$ cat src/rtl/core/fpis_pkg.sv
// ----------------------------------------------------------------------------
// fpis_pkg
// Shared codes and types of the front panel input scanner.
// ----------------------------------------------------------------------------
package fpis_pkg;

    localparam int KIND_W    = 2;
    localparam int UNIT_W    = 2;
    localparam int SETTING_W = 2;
    localparam int OUT_COUNT_W = 32;
    localparam int CFG_INDEX_W = 2;

    localparam logic [KIND_W-1:0] KIND_ROTATION = 2'd0;
    localparam logic [KIND_W-1:0] KIND_PRESS    = 2'd1;
    localparam logic [KIND_W-1:0] KIND_SWITCH   = 2'd2;

    localparam logic [SETTING_W-1:0] SET_UP      = 2'd0;
    localparam logic [SETTING_W-1:0] SET_MIDDLE  = 2'd1;
    localparam logic [SETTING_W-1:0] SET_DOWN    = 2'd2;
    localparam logic [SETTING_W-1:0] SET_UNKNOWN = 2'd3;

    localparam logic [CFG_INDEX_W-1:0] REG_ROTATION_ON = 2'd0;
    localparam logic [CFG_INDEX_W-1:0] REG_BUTTON_ON   = 2'd1;
    localparam logic [CFG_INDEX_W-1:0] REG_SWITCH_ON   = 2'd2;

    typedef struct packed {
        logic rotation_on;
        logic button_on;
        logic switch_on;
    } fpis_enables_t;

endpackage

$ cat src/rtl/core/fpis_queue.sv
// ----------------------------------------------------------------------------
// fpis_queue
// Two-entry queue of event jobs between the front and back ends.
// ----------------------------------------------------------------------------
module fpis_queue
#(
    parameter int WIDTH = 24
)
(
    input  logic             clk,
    input  logic             rst_n,
    input  logic             q_push,
    input  logic [WIDTH-1:0] q_push_data,
    output logic             q_full,
    input  logic             q_pop,
    output logic [WIDTH-1:0] q_pop_data,
    output logic             q_empty
);

    logic [1:0][WIDTH-1:0] mem_reg;
    logic                  wr_ptr_reg;
    logic                  wr_ptr_next;
    logic                  rd_ptr_reg;
    logic                  rd_ptr_next;
    logic [1:0]            fill_reg;
    logic [1:0]            fill_next;

    assign q_full     = fill_reg[1];
    assign q_empty    = (fill_reg == 2'd0);
    assign q_pop_data = mem_reg[rd_ptr_reg];

    always_comb
    begin
        wr_ptr_next = wr_ptr_reg ^ q_push;
        rd_ptr_next = rd_ptr_reg ^ q_pop;
        fill_next   = fill_reg + {1'b0, q_push} - {1'b0, q_pop};
    end

    always_ff @(posedge clk)
    begin
        if (q_push)
        begin
            mem_reg[wr_ptr_reg] <= q_push_data;
        end
    end

    always_ff @(posedge clk or negedge rst_n)
    begin
        if (!rst_n)
        begin
            wr_ptr_reg <= 1'b0;
            rd_ptr_reg <= 1'b0;
            fill_reg   <= 2'd0;
        end
        else
        begin
            wr_ptr_reg <= wr_ptr_next;
            rd_ptr_reg <= rd_ptr_next;
            fill_reg   <= fill_next;
        end
    end

endmodule

$ cat src/rtl/core/fpis_front.sv
// ----------------------------------------------------------------------------
// fpis_front
// Takes snapshots, tracks encoder, button and switch state, builds event jobs.
// ----------------------------------------------------------------------------
module fpis_front
    import fpis_pkg::*;
#(
    parameter int NUM_ENCODERS = 3,
    parameter int NUM_SWITCHES = 3,
    parameter int COUNT_WIDTH  = 32,
    localparam int EV_W  = 2 * NUM_ENCODERS + NUM_SWITCHES,
    localparam int JOB_W = EV_W + NUM_ENCODERS * COUNT_WIDTH + NUM_ENCODERS
                           + SETTING_W * NUM_SWITCHES
)
(
    input  logic                    clk,
    input  logic                    rst_n,
    input  fpis_enables_t           en,
    input  logic                    in_valid,
    output logic                    in_stall,
    input  logic [NUM_ENCODERS-1:0] quad_a_lines,
    input  logic [NUM_ENCODERS-1:0] quad_b_lines,
    input  logic [NUM_ENCODERS-1:0] push_lines,
    input  logic [NUM_SWITCHES-1:0] toggle_first_pins,
    input  logic [NUM_SWITCHES-1:0] toggle_second_pins,
    output logic                    q_push,
    output logic [JOB_W-1:0]        q_push_data,
    input  logic                    q_full
);

    logic                                     seeded_reg;
    logic [NUM_ENCODERS-1:0]                  prev_a_reg;
    logic [NUM_ENCODERS-1:0]                  held_reg;
    logic [NUM_SWITCHES-1:0]                  prev_first_reg;
    logic [NUM_SWITCHES-1:0]                  prev_second_reg;
    logic [NUM_ENCODERS-1:0][COUNT_WIDTH-1:0] count_reg;
    logic [NUM_ENCODERS-1:0][COUNT_WIDTH-1:0] count_next;
    logic [NUM_ENCODERS-1:0]                  step;
    logic [NUM_ENCODERS-1:0]                  cw;
    logic [NUM_SWITCHES-1:0][SETTING_W-1:0]   setting;
    logic [EV_W-1:0]                          mask;
    logic                                     accept;

    assign in_stall    = q_full;
    assign accept      = in_valid && !q_full;
    assign q_push      = accept && (mask != '0);
    assign q_push_data = {setting, cw, count_next, mask};

    always_comb
    begin
        mask = '0;
        for (int i = 0; i < NUM_ENCODERS; i++)
        begin
            step[i] = seeded_reg && (quad_a_lines[i] != prev_a_reg[i]);
            cw[i]   = (quad_a_lines[i] == quad_b_lines[i]);
            if (step[i])
            begin
                count_next[i] = cw[i] ? count_reg[i] + COUNT_WIDTH'(1)
                                      : count_reg[i] - COUNT_WIDTH'(1);
            end
            else
            begin
                count_next[i] = count_reg[i];
            end
            mask[2*i]     = step[i] && en.rotation_on;
            mask[2*i + 1] = !push_lines[i] && !held_reg[i] && en.button_on;
        end
        for (int j = 0; j < NUM_SWITCHES; j++)
        begin
            mask[2*NUM_ENCODERS + j] = seeded_reg && en.switch_on
                && ((toggle_first_pins[j] != prev_first_reg[j])
                    || (toggle_second_pins[j] != prev_second_reg[j]));
            unique case ({toggle_first_pins[j], toggle_second_pins[j]})
                2'b10:   setting[j] = SET_UP;
                2'b11:   setting[j] = SET_MIDDLE;
                2'b01:   setting[j] = SET_DOWN;
                default: setting[j] = SET_UNKNOWN;
            endcase
        end
    end

    always_ff @(posedge clk or negedge rst_n)
    begin
        if (!rst_n)
        begin
            seeded_reg      <= 1'b0;
            prev_a_reg      <= '0;
            held_reg        <= '0;
            prev_first_reg  <= '0;
            prev_second_reg <= '0;
            count_reg       <= '0;
        end
        else if (accept)
        begin
            seeded_reg      <= 1'b1;
            prev_a_reg      <= quad_a_lines;
            held_reg        <= ~push_lines;
            prev_first_reg  <= toggle_first_pins;
            prev_second_reg <= toggle_second_pins;
            count_reg       <= count_next;
        end
    end

endmodule

$ cat src/rtl/core/fpis_back.sv
// ----------------------------------------------------------------------------
// fpis_back
// Unpacks event jobs, emits one event per cycle unless stalled, lowest first.
// ----------------------------------------------------------------------------
module fpis_back
    import fpis_pkg::*;
#(
    parameter int NUM_ENCODERS = 3,
    parameter int NUM_SWITCHES = 3,
    parameter int COUNT_WIDTH  = 32,
    localparam int EV_W  = 2 * NUM_ENCODERS + NUM_SWITCHES,
    localparam int JOB_W = EV_W + NUM_ENCODERS * COUNT_WIDTH + NUM_ENCODERS
                           + SETTING_W * NUM_SWITCHES
)
(
    input  logic                          clk,
    input  logic                          rst_n,
    input  logic                          q_empty,
    input  logic [JOB_W-1:0]              q_pop_data,
    output logic                          q_pop,
    output logic                          out_valid,
    input  logic                          out_stall,
    output logic [KIND_W-1:0]             event_kind,
    output logic [UNIT_W-1:0]             unit_index,
    output logic signed [OUT_COUNT_W-1:0] count_value,
    output logic                          turned_clockwise,
    output logic [SETTING_W-1:0]          toggle_setting,
    output logic                          last_event
);

    localparam int IDX_W = $clog2(EV_W);

    logic [EV_W-1:0]                          cur_mask_reg;
    logic [EV_W-1:0]                          cur_mask_next;
    logic [NUM_ENCODERS-1:0][COUNT_WIDTH-1:0] cur_count_reg;
    logic [NUM_ENCODERS-1:0]                  cur_cw_reg;
    logic [NUM_SWITCHES-1:0][SETTING_W-1:0]   cur_set_reg;

    logic [EV_W-1:0]                          job_mask;
    logic [NUM_ENCODERS-1:0][COUNT_WIDTH-1:0] job_count;
    logic [NUM_ENCODERS-1:0]                  job_cw;
    logic [NUM_SWITCHES-1:0][SETTING_W-1:0]   job_set;

    logic [EV_W-1:0]        rest;
    logic [IDX_W-1:0]       first_idx;
    logic                   found;
    logic [IDX_W-1:0]       unit_full;
    logic [KIND_W-1:0]      kind;
    logic [COUNT_WIDTH-1:0] sel_count;
    logic                   sel_cw;
    logic [SETTING_W-1:0]   sel_set;
    logic                   emit;

    logic                          out_valid_reg;
    logic                          out_valid_next;
    logic [KIND_W-1:0]             kind_reg;
    logic [UNIT_W-1:0]             unit_reg;
    logic signed [OUT_COUNT_W-1:0] count_out_reg;
    logic                          cw_out_reg;
    logic [SETTING_W-1:0]          set_out_reg;
    logic                          last_reg;

    assign {job_set, job_cw, job_count, job_mask} = q_pop_data;

    assign rest  = cur_mask_reg & (cur_mask_reg - EV_W'(1));
    assign emit  = (cur_mask_reg != '0) && (!out_valid_reg || !out_stall);
    assign q_pop = !q_empty && ((cur_mask_reg == '0) || (emit && (rest == '0)));

    always_comb
    begin
        first_idx = '0;
        found     = 1'b0;
        for (int k = 0; k < EV_W; k++)
        begin
            if (!found && cur_mask_reg[k])
            begin
                first_idx = IDX_W'(k);
                found     = 1'b1;
            end
        end

        if (first_idx < IDX_W'(2 * NUM_ENCODERS))
        begin
            kind      = first_idx[0] ? KIND_PRESS : KIND_ROTATION;
            unit_full = first_idx >> 1;
        end
        else
        begin
            kind      = KIND_SWITCH;
            unit_full = first_idx - IDX_W'(2 * NUM_ENCODERS);
        end

        sel_count = '0;
        sel_cw    = 1'b0;
        for (int e = 0; e < NUM_ENCODERS; e++)
        begin
            if (unit_full == IDX_W'(e))
            begin
                sel_count = cur_count_reg[e];
                sel_cw    = cur_cw_reg[e];
            end
        end
        sel_set = SET_UP;
        for (int s = 0; s < NUM_SWITCHES; s++)
        begin
            if (unit_full == IDX_W'(s))
            begin
                sel_set = cur_set_reg[s];
            end
        end
    end

    always_comb
    begin
        priority if (q_pop)
        begin
            cur_mask_next = job_mask;
        end
        else if (emit)
        begin
            cur_mask_next = rest;
        end
        else
        begin
            cur_mask_next = cur_mask_reg;
        end
        out_valid_next = emit || (out_valid_reg && out_stall);
    end

    always_ff @(posedge clk)
    begin
        if (q_pop)
        begin
            cur_count_reg <= job_count;
            cur_cw_reg    <= job_cw;
            cur_set_reg   <= job_set;
        end
        if (emit)
        begin
            kind_reg      <= kind;
            unit_reg      <= UNIT_W'(unit_full);
            count_out_reg <= (kind == KIND_ROTATION)
                             ? OUT_COUNT_W'($signed(sel_count)) : '0;
            cw_out_reg    <= (kind == KIND_ROTATION) && sel_cw;
            set_out_reg   <= (kind == KIND_SWITCH) ? sel_set : SET_UP;
            last_reg      <= (rest == '0);
        end
    end

    always_ff @(posedge clk or negedge rst_n)
    begin
        if (!rst_n)
        begin
            cur_mask_reg  <= '0;
            out_valid_reg <= 1'b0;
        end
        else
        begin
            cur_mask_reg  <= cur_mask_next;
            out_valid_reg <= out_valid_next;
        end
    end

    assign out_valid        = out_valid_reg;
    assign event_kind       = kind_reg;
    assign unit_index       = unit_reg;
    assign count_value      = count_out_reg;
    assign turned_clockwise = cw_out_reg;
    assign toggle_setting   = set_out_reg;
    assign last_event       = last_reg;

endmodule

$ cat src/rtl/core/front_panel_input_scanner_unit.sv
// ----------------------------------------------------------------------------
// front_panel_input_scanner_unit
// Quadrature encoder, push button and three-position switch event scanner.
// ----------------------------------------------------------------------------
// A snapshot word is taken whenever the two-entry job queue has room, so
// snapshots may follow each other in consecutive cycles. The event emitter
// sends one event word per cycle while out_stall is low; a snapshot causes at
// most 2*NUM_ENCODERS+NUM_SWITCHES events (nine with the default sizes), and
// snapshots that cause no event are not queued and never reach the emitter.
// The first event of a snapshot passes the queue, job and output registers.
// ----------------------------------------------------------------------------
module front_panel_input_scanner_unit
    import fpis_pkg::*;
#(
    parameter int NUM_ENCODERS = 3,
    parameter int NUM_SWITCHES = 3,
    parameter int COUNT_WIDTH  = 32
)
(
    input  logic                          clk,
    input  logic                          rst_n,
    input  logic                          cfg_write,
    input  logic [CFG_INDEX_W-1:0]        cfg_index,
    input  logic                          cfg_data,
    input  logic                          in_valid,
    output logic                          in_stall,
    input  logic [NUM_ENCODERS-1:0]       quad_a_lines,
    input  logic [NUM_ENCODERS-1:0]       quad_b_lines,
    input  logic [NUM_ENCODERS-1:0]       push_lines,
    input  logic [NUM_SWITCHES-1:0]       toggle_first_pins,
    input  logic [NUM_SWITCHES-1:0]       toggle_second_pins,
    output logic                          out_valid,
    input  logic                          out_stall,
    output logic [KIND_W-1:0]             event_kind,
    output logic [UNIT_W-1:0]             unit_index,
    output logic signed [OUT_COUNT_W-1:0] count_value,
    output logic                          turned_clockwise,
    output logic [SETTING_W-1:0]          toggle_setting,
    output logic                          last_event
);

    localparam int EV_W  = 2 * NUM_ENCODERS + NUM_SWITCHES;
    localparam int JOB_W = EV_W + NUM_ENCODERS * COUNT_WIDTH + NUM_ENCODERS
                           + SETTING_W * NUM_SWITCHES;

    fpis_enables_t    en_reg;
    fpis_enables_t    en_next;
    logic             q_push;
    logic [JOB_W-1:0] q_push_data;
    logic             q_full;
    logic             q_pop;
    logic [JOB_W-1:0] q_pop_data;
    logic             q_empty;

    always_comb
    begin
        en_next = en_reg;
        if (cfg_write)
        begin
            unique case (cfg_index)
                REG_ROTATION_ON: en_next.rotation_on = cfg_data;
                REG_BUTTON_ON:   en_next.button_on   = cfg_data;
                REG_SWITCH_ON:   en_next.switch_on   = cfg_data;
                default:         en_next             = en_reg;
            endcase
        end
    end

    always_ff @(posedge clk or negedge rst_n)
    begin
        if (!rst_n)
        begin
            en_reg <= '0;
        end
        else
        begin
            en_reg <= en_next;
        end
    end

    fpis_front
    #(
        .NUM_ENCODERS (NUM_ENCODERS),
        .NUM_SWITCHES (NUM_SWITCHES),
        .COUNT_WIDTH  (COUNT_WIDTH)
    )
    u_front
    (
        .clk                (clk),
        .rst_n              (rst_n),
        .en                 (en_reg),
        .in_valid           (in_valid),
        .in_stall           (in_stall),
        .quad_a_lines       (quad_a_lines),
        .quad_b_lines       (quad_b_lines),
        .push_lines         (push_lines),
        .toggle_first_pins  (toggle_first_pins),
        .toggle_second_pins (toggle_second_pins),
        .q_push             (q_push),
        .q_push_data        (q_push_data),
        .q_full             (q_full)
    );

    fpis_queue
    #(
        .WIDTH (JOB_W)
    )
    u_queue
    (
        .clk         (clk),
        .rst_n       (rst_n),
        .q_push      (q_push),
        .q_push_data (q_push_data),
        .q_full      (q_full),
        .q_pop       (q_pop),
        .q_pop_data  (q_pop_data),
        .q_empty     (q_empty)
    );

    fpis_back
    #(
        .NUM_ENCODERS (NUM_ENCODERS),
        .NUM_SWITCHES (NUM_SWITCHES),
        .COUNT_WIDTH  (COUNT_WIDTH)
    )
    u_back
    (
        .clk              (clk),
        .rst_n            (rst_n),
        .q_empty          (q_empty),
        .q_pop_data       (q_pop_data),
        .q_pop            (q_pop),
        .out_valid        (out_valid),
        .out_stall        (out_stall),
        .event_kind       (event_kind),
        .unit_index       (unit_index),
        .count_value      (count_value),
        .turned_clockwise (turned_clockwise),
        .toggle_setting   (toggle_setting),
        .last_event       (last_event)
    );

    a_kind_valid : assert property (@(posedge clk) disable iff (!rst_n)
        out_valid |-> (event_kind == KIND_ROTATION || event_kind == KIND_PRESS
                       || event_kind == KIND_SWITCH))
        else $error("event word with undefined kind");

    a_rotation_only_fields : assert property (@(posedge clk) disable iff (!rst_n)
        (out_valid && event_kind != KIND_ROTATION)
            |-> (count_value == '0 && !turned_clockwise))
        else $error("count or direction on a non-rotation event");

    a_switch_only_setting : assert property (@(posedge clk) disable iff (!rst_n)
        (out_valid && event_kind != KIND_SWITCH) |-> (toggle_setting == SET_UP))
        else $error("switch setting on a non-switch event");

    a_no_push_when_full : assert property (@(posedge clk) disable iff (!rst_n)
        q_full |-> !q_push)
        else $error("job pushed into a full queue");

endmodule
$ cat config.mk
export PLATFORM = sky130hd
export DESIGN_NAME = front_panel_input_scanner_unit
export DESIGN_NICKNAME = d
export VERILOG_FILES = /design/src/rtl/core/fpis_pkg.sv /design/src/rtl/core/fpis_queue.sv /design/src/rtl/core/fpis_front.sv /design/src/rtl/core/fpis_back.sv /design/src/rtl/core/front_panel_input_scanner_unit.sv
export SDC_FILE = /design/constraint.sdc
export NUM_CORES = 1
export LEC_CHECK = 0
export ABC_AREA = 1
export BUFFER_PORTS_ARGS = -buffer_cell sky130_fd_sc_hd__clkbuf_2
export CAP_MARGIN = 20
export CELL_PAD_IN_SITES_DETAIL_PLACEMENT = 1
export CELL_PAD_IN_SITES_GLOBAL_PLACEMENT = 1
export CORE_UTILIZATION = 54
export CTS_BUF_LIST = sky130_fd_sc_hd__clkbuf_4 sky130_fd_sc_hd__clkbuf_8
export CTS_CLUSTER_DIAMETER = 60
export DETAILED_ROUTE_END_ITERATION = 16
export PLACE_DENSITY_LB_ADDON = 0.1
export SYNTH_ARGS = -nofsm -noshare
export SYNTH_HDL_FRONTEND = slang
export SYNTH_SLANG_ARGS = --single-unit
$ cat constraint.sdc
create_clock -name clk -period 7.88 [get_ports clk]
set_clock_uncertainty 0.15 [all_clocks]
set_input_delay 1.576 -clock clk [delete_from_list [all_inputs] [get_ports clk]]
set_output_delay 1.576 -clock clk [all_outputs]
set_load 0.1 [all_outputs]
==> impl_metrics.yaml <==
finish:
  drive_gt1_share_pct: 9.47
  nFillCells: 5833
  syn_to_final_growth_pct: 10.2
  post-route-util_pct: 60.3
  num_antenna_cells: 0
  multi_input_area_sq_um: 10700
  largest_reg_flops: 228
  stdcell_count: 3949
  final_nets: 3344
  seq_area_sq_um: 14400
  final_cell_area_sq_um: 29400
worst_setup_path:
  critPathBufInv: 4
  crit_chain: "clkbuf_2 -> nand2_1 -> inv_1 -> nor3_2 -> inv_1 -> nor2_1 -> nor4_1 -> a31oi_1 -> ha_4 -> buf_4"
  path_common_cell: "inv_1"
  end_kind: "flop"
  path_class: "in2reg"
  reg2reg_depth: 8
  rr_endpoint: "u_queue.mem_reg[58]$_DFFE_PP_"
  required_ns: 8.07
  crit_family: "buffers and inverters"
  timing.rr.start: "u_front.seeded_reg$_DFFE_PN0P_"
  worstSetupStartpoint: "quad_a_lines[2]"
  max_stage_delay_ns: 0.93
  rrSetupSlack_ns: 3.33
  critPathLaunchType: "input pin"
  cp_slowest_cell: "ha_4"
  worstPathMaxFanout: 69
  arrival_ns: 4.79
  cp.depth: 10
  endpoint: "u_queue.mem_reg[58]$_DFFE_PP_"
min_path:
  min_path_cells: 2
  worst_hold_path_type: "reg2reg"
global_route:
  track_usage_pct: 34.2
  overflow: 0
  antenna_found_initial: 0
  grt_pass1_wl_um: 131000
  grt_pass1_vias: 23291
  grt_max_degree: 99
sta:
  rsz0062_at_grt: "false"
  relSlewSlack_pct: 28.8
  setup_viol: 0
  finalCritPeriodShare_pct: 58.4
  layout_min_cycle_time_ns: 4.60
  slew_violations: 0
  setup_tns_ns: 0
  hold_viol: 0
  tightest_slew_ns: 1.07
  max_freq_mhz: 217
synthesis:
  netlist_area_sq_um: 26700
  yosysSeqAreaShare_pct: 53.7
  synth-edff-count: 373
  avgSynthCellArea_sq_um: 8.52
  async_reset_ff_share_pct: 25.3
  postSynthCellCount: 3134
  synthDistinctLibCells: 49
  synth_warnings: 0
  syn-num-nets: 3260
  ys_ff_latch: 499
  synth_flop_cell: "edfxtp_1"
status:
  outcome: "complete, no violations"
cts:
  clock-root-buffer: "clkbuf_8"
  postCtsSetupBuffers: 0
  cts-htree-levels: 3
  cts.sinks: 499
  cts_buffer_depth: 3
  cts_buffers: 83
  cts-resized-gates: 0
  clk_latency_ns: 0.71
  path_clk_slew_ns: 0.06
  cts_tree: "done"
  hold_buffers: 0
die:
  dieArea_sq_um: 50400
  die_h_um: 224
  pin_count: 65
  coreArea_sq_um: 48800
  start_util_pct: 54.7
  die_x_um: 224
  rows: 81
placement:
  hpwl_um: 60500
  gp_congestion: 0.912
  dpl_cell_area_sq_um: 27700
  numPlacedInstances: 3795
  io_buffer_count: 64
drt:
  drt_pass1_iterations: 5
  routed_wl_um: 86900
  viasPerCell: 5.63
  via_count: 22239
  final_antenna_net_count: 0
  drcViolationCount: 0
  wl_per_cell_um: 22.0
  drtIter0Drc: 1548
run:
  cap_violations: 0
final cells by class:
type / instances / share of cell area, %
flip-flops and latches: 499 / 48.8
multi-input cells: 2204 / 36.4
clock buffers: 121 / 5.02
inverters: 348 / 4.47
well taps: 664 / 2.82
repair buffers: 82 / 1.72
clock inverters: 31 / 0.854
worst reg2reg max path, stage by stage (launching register included):
cell and delay (ns):
dfrtp_1 0.78, inv_1 0.19, nor3_2 0.26, inv_1 0.40, nor2_1 0.40, nor4_1 0.10, a31oi_1 0.46, ha_4 0.93
buf_4 0.52
synthesized netlist by cell type, types with 5 or more instances:
| cell type | instances | share of area, % |
|---|---|---|
| o21ai_0 | 82 | 1.5 |
| buf_6 | 5 | 0.21 |
| o22ai_1 | 10 | 0.23 |
| xor2_1 | 17 | 0.56 |
| and2_1 | 41 | 0.96 |
| inv_2 | 7 | 0.098 |
| edfxtp_1 | 373 | 42 |
| a31oi_1 | 24 | 0.56 |
| a21oi_1 | 92 | 1.7 |
| o21a_1 | 7 | 0.20 |
| inv_1 | 339 | 4.8 |
| nand2_1 | 1305 | 18 |
| nor2_1 | 149 | 2.1 |
| o21bai_1 | 15 | 0.42 |
| or2_2 | 37 | 0.87 |
| xnor2_1 | 34 | 1.1 |
| nor3_1 | 21 | 0.39 |
| buf_1 | 6 | 0.084 |
| dfrtp_1 | 126 | 12 |
| nand3_1 | 186 | 3.5 |
| o21ai_1 | 11 | 0.21 |
| nand3_2 | 9 | 0.34 |
| buf_2 | 13 | 0.24 |
| a22oi_2 | 10 | 0.47 |
| clkbuf_1 | 54 | 0.76 |
| nand4_1 | 13 | 0.30 |
| ha_1 | 100 | 4.7 |
cells by family after synthesis:
logic type               after synthesis  share of synthesized area, %
adder cells (fa/ha/maj)              103                          4.91
AO/OA/AOI/OAI                        272                          6.04
flip-flops                           499                          53.7
XOR/XNOR                              51                          1.67
AND/OR/NAND/NOR                     1777                          27.3
multiplexers                           1                        0.0375
buffers and inverters                431                          6.32
cells in the final DEF, fill, tap and decap left out, types with 9 or more instances in the layout:
master    instances
inv_1           337
nand2_1        1304
or2_2            37
nor2_1          149
o21ai_0          82
o22ai_1          10
xnor2_1          34
clkinv_2          9
ha_1             98
clkbuf_8         91
xor2_1           17
clkbuf_2         63
and2_1           41
a31oi_1          24
clkbuf_4         30
o21bai_1         15
a22oi_2          10
nand4_1          13
dfrtp_1         125
a21oi_1          92
edfxtp_1        373
o21ai_1          11
clkinv_1         11
buf_4            15
nor3_1           20
nand3_1         186
nand3_2           9
metal layers:
layer	track usage [%]	wire length (um)	part of all wire (%)	up-vias
met5	0	0	0	-
met4	14.0	3260	3.7	0
met3	4.82	4320	5.0	180
met2	60.4	44000	51	662
met1	42.2	35400	41	11062
li1	-	-	-	10335
metrics by stage:
stage               worst slack [ns]  hold slack (ns)
detailed placement              2.69            0.338
CTS                             3.36            0.341
global route                    3.10            0.359
floorplan                       2.04            0.303
finish                          3.28            0.349
global placement                2.86            0.320
worst min-delay path by stage:
| stage | startpoint | to | slack, ns |
|---|---|---|---|
| after global routing | u_queue.mem_reg[49]$_DFFE_PP_ | u_back.cur_count_reg[40]$_DFFE_PN_ | 0.36 |
| after detailed placement | u_front.held_reg[1]$_DFFE_PN0P_ | u_front.held_reg[1]$_DFFE_PN0P_ | 0.34 |
| after floorplan | en_reg[1]$_DFFE_PN0P_ | en_reg[1]$_DFFE_PN0P_ | 0.30 |
| after CTS | u_queue.mem_reg[151]$_DFFE_PP_ | u_back.cur_count_reg[28]$_DFFE_PN_ | 0.34 |
| after global placement | u_front.held_reg[2]$_DFFE_PN0P_ | u_front.held_reg[2]$_DFFE_PN0P_ | 0.32 |
| final | u_queue.mem_reg[151]$_DFFE_PP_ | u_back.cur_count_reg[28]$_DFFE_PN_ | 0.35 |
Power is left out: the tool's default activity adds up to more than one toggle a clock period on the data nets, which glitch-free logic cannot reach.
